<file path="src/hdl/pwrm_pkg.sv">
// Package for the packet window rate meter.
// Holds field widths, defaults and the control record shared between modules.
// No dependencies.
package pwrm_pkg;

  localparam int unsigned WINDOW_DEFAULT = 128;
  localparam int unsigned BYTES_W        = 16;
  localparam int unsigned TIME_W         = 32;
  localparam int unsigned RATE_W         = 39;
  localparam int unsigned FRAC_W         = 16;
  localparam int unsigned DIV_STEP_BITS  = 2;

  typedef struct packed {
    logic valid;
    logic full;
    logic zero_interval;
  } job_ctrl_t;

endpackage

</file>
<file path="src/hdl/pwrm_div.sv">
// Iterative restoring divider, DIV_STEP_BITS quotient bits per cycle while busy.
// Divides the scaled byte sum by the 32-bit interval. Depends on pwrm_pkg.
module pwrm_div #(
  parameter int unsigned DVD_W = 39
) (
  input  logic                        clk,
  input  logic                        rst,
  input  logic                        start,
  input  logic [DVD_W-1:0]            dividend,
  input  logic [pwrm_pkg::TIME_W-1:0] divisor,
  output logic                        done,
  output logic [DVD_W-1:0]            quotient
);
  import pwrm_pkg::*;

  localparam int unsigned ITER  = (DVD_W + DIV_STEP_BITS - 1) / DIV_STEP_BITS;
  localparam int unsigned PAD_W = ITER * DIV_STEP_BITS;
  localparam int unsigned CNT_W = $clog2(ITER + 1);

  logic [CNT_W-1:0]  cnt;
  logic              busy;
  logic [TIME_W-1:0] rem;
  logic [TIME_W-1:0] rem_next;
  logic [PAD_W-1:0]  quo;
  logic [PAD_W-1:0]  quo_next;
  logic [TIME_W-1:0] dsr;

  always_comb begin
    logic [TIME_W-1:0] r;
    logic [PAD_W-1:0]  q;
    logic [TIME_W:0]   trial;
    logic [TIME_W:0]   diff;
    logic              ge;
    r = rem;
    q = quo;
    for (int i = 0; i < DIV_STEP_BITS; i++) begin
      trial = {r, q[PAD_W-1]};
      diff  = trial - {1'b0, dsr};
      ge    = (trial >= {1'b0, dsr});
      r     = ge ? diff[TIME_W-1:0] : trial[TIME_W-1:0];
      q     = {q[PAD_W-2:0], ge};
    end
    rem_next = r;
    quo_next = q;
  end

  assign quotient = quo[DVD_W-1:0];

  always_ff @(posedge clk) begin
    if (start) begin
      rem <= '0;
      quo <= PAD_W'(dividend);
      dsr <= divisor;
    end else if (busy) begin
      rem <= rem_next;
      quo <= quo_next;
    end
  end

  always_ff @(posedge clk) begin
    if (rst) begin
      busy <= 1'b0;
      done <= 1'b0;
      cnt  <= '0;
    end else begin
      done <= 1'b0;
      if (start) begin
        busy <= 1'b1;
        cnt  <= CNT_W'(ITER);
      end else if (busy) begin
        cnt <= cnt - 1'b1;
        if (cnt == CNT_W'(1)) begin
          busy <= 1'b0;
          done <= 1'b1;
        end
      end
    end
  end
endmodule

</file>
<file path="config.mk">
export PLATFORM = sky130hd
export DESIGN_NAME = pwrm_div
export DESIGN_NICKNAME = d
export VERILOG_FILES = /design/src/hdl/pwrm_pkg.sv /design/src/hdl/pwrm_div.sv
export SDC_FILE = /design/constraint.sdc
export NUM_CORES = 1
export LEC_CHECK = 0
export BUFFER_PORTS_ARGS = -buffer_cell sky130_fd_sc_hd__buf_4
export CORE_UTILIZATION = 31
export DETAILED_ROUTE_END_ITERATION = 12
export SYNTH_ARGS = -nofsm -noshare
export SYNTH_HDL_FRONTEND = slang
export SYNTH_SLANG_ARGS = --single-unit
</file>
<file path="constraint.sdc">
create_clock -name clk -period 13.5 [get_ports clk]
set_input_delay 2.025 -clock clk [delete_from_list [all_inputs] [get_ports clk]]
set_output_delay 2.025 -clock clk [all_outputs]
set_load 0.03 [all_outputs]
</file>
==> summary.txt <==
Status
  – Status: finished, final reports clean

Final layout
  – Fin area: between 0.009 and 0.01 sq mm
  – Storage cell area: 0.002934 sq mm
  – Multi-input logic area: 0.004941 sq mm
  – Non-filler instance count after layout: 1317
  – Fill cells: roughly 2800
  – Antenna Cells: 0
  – Fin nets: 1113
  – Area growth syn-to-layout: 14.40%
  – Fraction of layout instances using a drive strength above 1: between 20% and 30%

Power and ir drop
  – Net switching power: between 1 and 1.5 mW
  – Sequential Power Share: 20.5%
  – VDD IR-drop max: around 0.099 mV
  – Combinational power share: roughly two thirds
  – LEAKAGE: just over 4 nW
  – Pint: ~1.2 mW
  – Clock network power share: between 10% and 20%
  – Sw frac: around half
  – PD cells: about 230 mW/mm^2

Worst hold path
  – Hold Crit Class: reg -> reg

Drt
  – Routed len/inst: 17.38 um
  – Total number of vias: 6859
  – Total Wirelength: about 23 mm
  – DRC Markers: 0
  – TritonRoute pass-1 iters: 5
  – Via density: 5.208
  – DRT iter0 DRCs: between 400 and 500
  – Routed Antenna Nets: 0

Placement
  – Final Wtd Congestion: 0.8572
  – Placed Cells: 1301
  – Input/output buffers: about 110
  – Hpwl dp: 17.21 mm
  – Placement Cell Area: roughly 0.0094 sq mm

Global routing
  – Gr ovfl total: 0
  – Largest net degree at the start of global routing: 56
  – Global-route wire length before repair: between 30 and 40 mm
  – Initial antenna violation count: 0
  – GRT Resource Usage Total: between 15 and 20%
  – Vias in the first global route: ~6900

Timing
  – Fin crit period: just under 7000 ps
  – Final setup viols: 0
  – Fmax: 144.6 MHz
  – Fin. Hold Viols: 0
  – Crit share post-route: slightly above 50%
  – Worst-Margin Slew: 900.2 ps
  – Fin. max-slew vios: 0
  – Worst relative slew slack: between 30% and 40%
  – Post-Route Skew: 15.25 ps
  – Sum Neg Setup Slack: 0 ps
  – RSZ-0062 raised after global routing: false

Die
  – Ports: 114
  – Die Span X: ~170 um
  – Initial core utilization: a little under a third
  – CORE AREA: ~0.027 sq mm
  – Die Ht: approximately 170 um
  – Rows: 60
  – Die area: between 0.02 and 0.03 sq mm

CTS
  – Reg clk slew, reported paths: roughly 90 ps
  – # Post-CTS Setup Buffers: 0
  – Post-cts sizing count: 0
  – Clk_lat worst skew: roughly 370 ps
  – CTS Buffer Depth: 2
  – Number of buffers created by CTS: 9
  – H-tree depth: 3
  – # hold bufs at CTS: 0
  – TritonCTS clock tree: yes
  – Clock Tree Root: clkbuf_16
  – Clk sinks: around 110

Yosys
  – Synth area leader: edfxtp_1
  – FF+latch count, synth: approximately 110
  – Largest cells by area after synthesis: edfxtp_1, ha_1, dfxtp_1
  – Synth async-reset ratio: 0%
  – Syn Inst Count: 904
  – Post-Syn Area per Cell: around 9.4 sq um
  – EDFF count, synth: 71
  – Ys Warns: 0
  – Most common cell in the netlist: nor2_1
  – Yosys top cell area share: roughly 25%
  – Synthesized area: roughly 0.0085 sq mm
  – Seq/Total Area, Yosys: between 30% and 40%
  – Post-synth top cells: nor2_1, edfxtp_1, a21oi_1, ha_1, inv_1
  – Mapped Nets: ~1000
  – Synth unique cells: 83
  – Primary FF master, synth: edfxtp_1

Setup path
  – Crit path DAT: ~7200 ps
  – Critical path capture point type: flop
  – Crit-path max FO: 28
  – Crit path max-delay family: compound AO/OA/AOI/OAI gates
  – CP max-delay cell: or2_1
  – Crit path cell chain: inv_1 > ha_1 > nand2_1 > a211o_1 > a31oi_4 > o21ai_2 > a21oi_4 > a31o_2 > buf_4 > mux2_2 > ha_1 > and2_1 > nand4_1 > a2111oi_1 > o21ai_1 > a21o_1 > o21ai_2 > or2_1 > buf_4 > nor2_2 > a221o_1
  – WP data required: about 14000 ps
  – Slowest cell delay on critical path: just over 700 ps
  – Buf+Inv Stages, Crit Path: 3
  – Type of the worst setup path: reg -> reg
  – Startpoint Class: flop

Flow run
  – Max-Cap Viols: 0
==> metrics by stage <==
stage	worst slack (ps)	total power, mW	utilization (%)	hold slack [ps]
2_1_floorplan	8358	1.658	-	441.4
3_3_place_gp	6737	1.979	34.91	458.3
3_5_place_dp	6627	1.972	34.91	469.2
4_1_cts	6586	2.274	36.08	483.7
5_1_grt	6042	2.458	36.08	499.6
6_report	6585	2.273	36.08	484.3
==> layout by cell type, fill, tap and decap left out, drive strengths merged, types with 6 or more instances in the layout <==
master / netlist / final
mux2i: 18 / 18
nand2: 54 / 54
nand3: 17 / 17
a211oi: 23 / 23
o21ai: 54 / 54
o21bai: 6 / 6
xnor2: 37 / 37
inv: 57 / 61
a21o: 21 / 21
nand2b: 8 / 8
xor2: 19 / 19
mux2: 47 / 47
a31oi: 10 / 10
clkbuf: 17 / 9
a311oi: 6 / 6
o21a: 12 / 12
dfxtp: 40 / 40
edfxtp: 71 / 71
nor2b: 6 / 6
nand4: 6 / 6
ha: 66 / 66
and3: 13 / 13
a21oi: 69 / 69
o211ai: 7 / 7
buf: 46 / 119
nor3: 19 / 19
nor2: 87 / 87
==> worst paths after layout <==
kind,startpoint,endpoint,slack [ps],depth (start not counted)
worst max register to register,dsr[4],rem[19],6580,21
worst min-delay path,rem[18],rem[18],480,2
worst max-delay path,dsr[4],rem[19],6580,21
worst min register to register,rem[18],rem[18],480,2
==> cell families (layout without fill, tap and decap cells) <==
logic type,count (synthesis),count (layout),share of synthesized area [%]
adder cells (fa/ha/maj),68,68,10.19
flip-flops,111,111,34.50
buffers and inverters,120,192,7.374
multiplexers,65,65,8.390
AND/OR/NAND/NOR,234,234,13.39
AO/OA/AOI/OAI,250,250,20.39
XOR/XNOR,56,56,5.770
==> power groups by stage <==
stage	logic (mW)	clock network, mW	registers [mW]
floorplan	1.20	0	0.459
global placement	1.51	0	0.473
detailed placement	1.50	0	0.473
CTS	1.51	0.299	0.467
global route	1.67	0.309	0.475
finish	1.52	0.289	0.467
==> sequential cells by signal (all words and copies together) (netlist names) <==
signal and count:
quo 40, dsr 32, rem 32, cnt 5
busy 1, done 1
==> layer usage <==
metal / vias to the layer above / global-route usage (%) / share of wire, %
li1: 3419 / - / -
met1: 3232 / 22.44 / 48
met2: 186 / 25.74 / 44
met3: 22 / 4.514 / 6.3
met4: 0 / 4.428 / 1.5
met5: - / 0 / 0
==> worst reg2reg max path: cells and delay by family, from the launching register on <==
kind | cells | cell delay, ps
AO/OA/AOI/OAI | 10 | 3070
AND/OR/NAND/NOR | 5 | 1400
buffers and inverters | 3 | 900
adder cells (fa/ha/maj) | 2 | 720
multiplexers | 1 | 400
flip-flops | 1 | 330
==> final cells by class <==
| class | count | share of cell area [%] |
|---|---|---|
| clock inverters | 7 | 0.9264 |
| multi-input cells | 673 | 50.81 |
| flip-flops and latches | 111 | 30.17 |
| repair buffers | 119 | 9.187 |
| clock buffers | 9 | 2.316 |
| inverters | 57 | 2.200 |
| well taps | 341 | 4.388 |
Note: power is estimated with default switching activity, not from simulation.
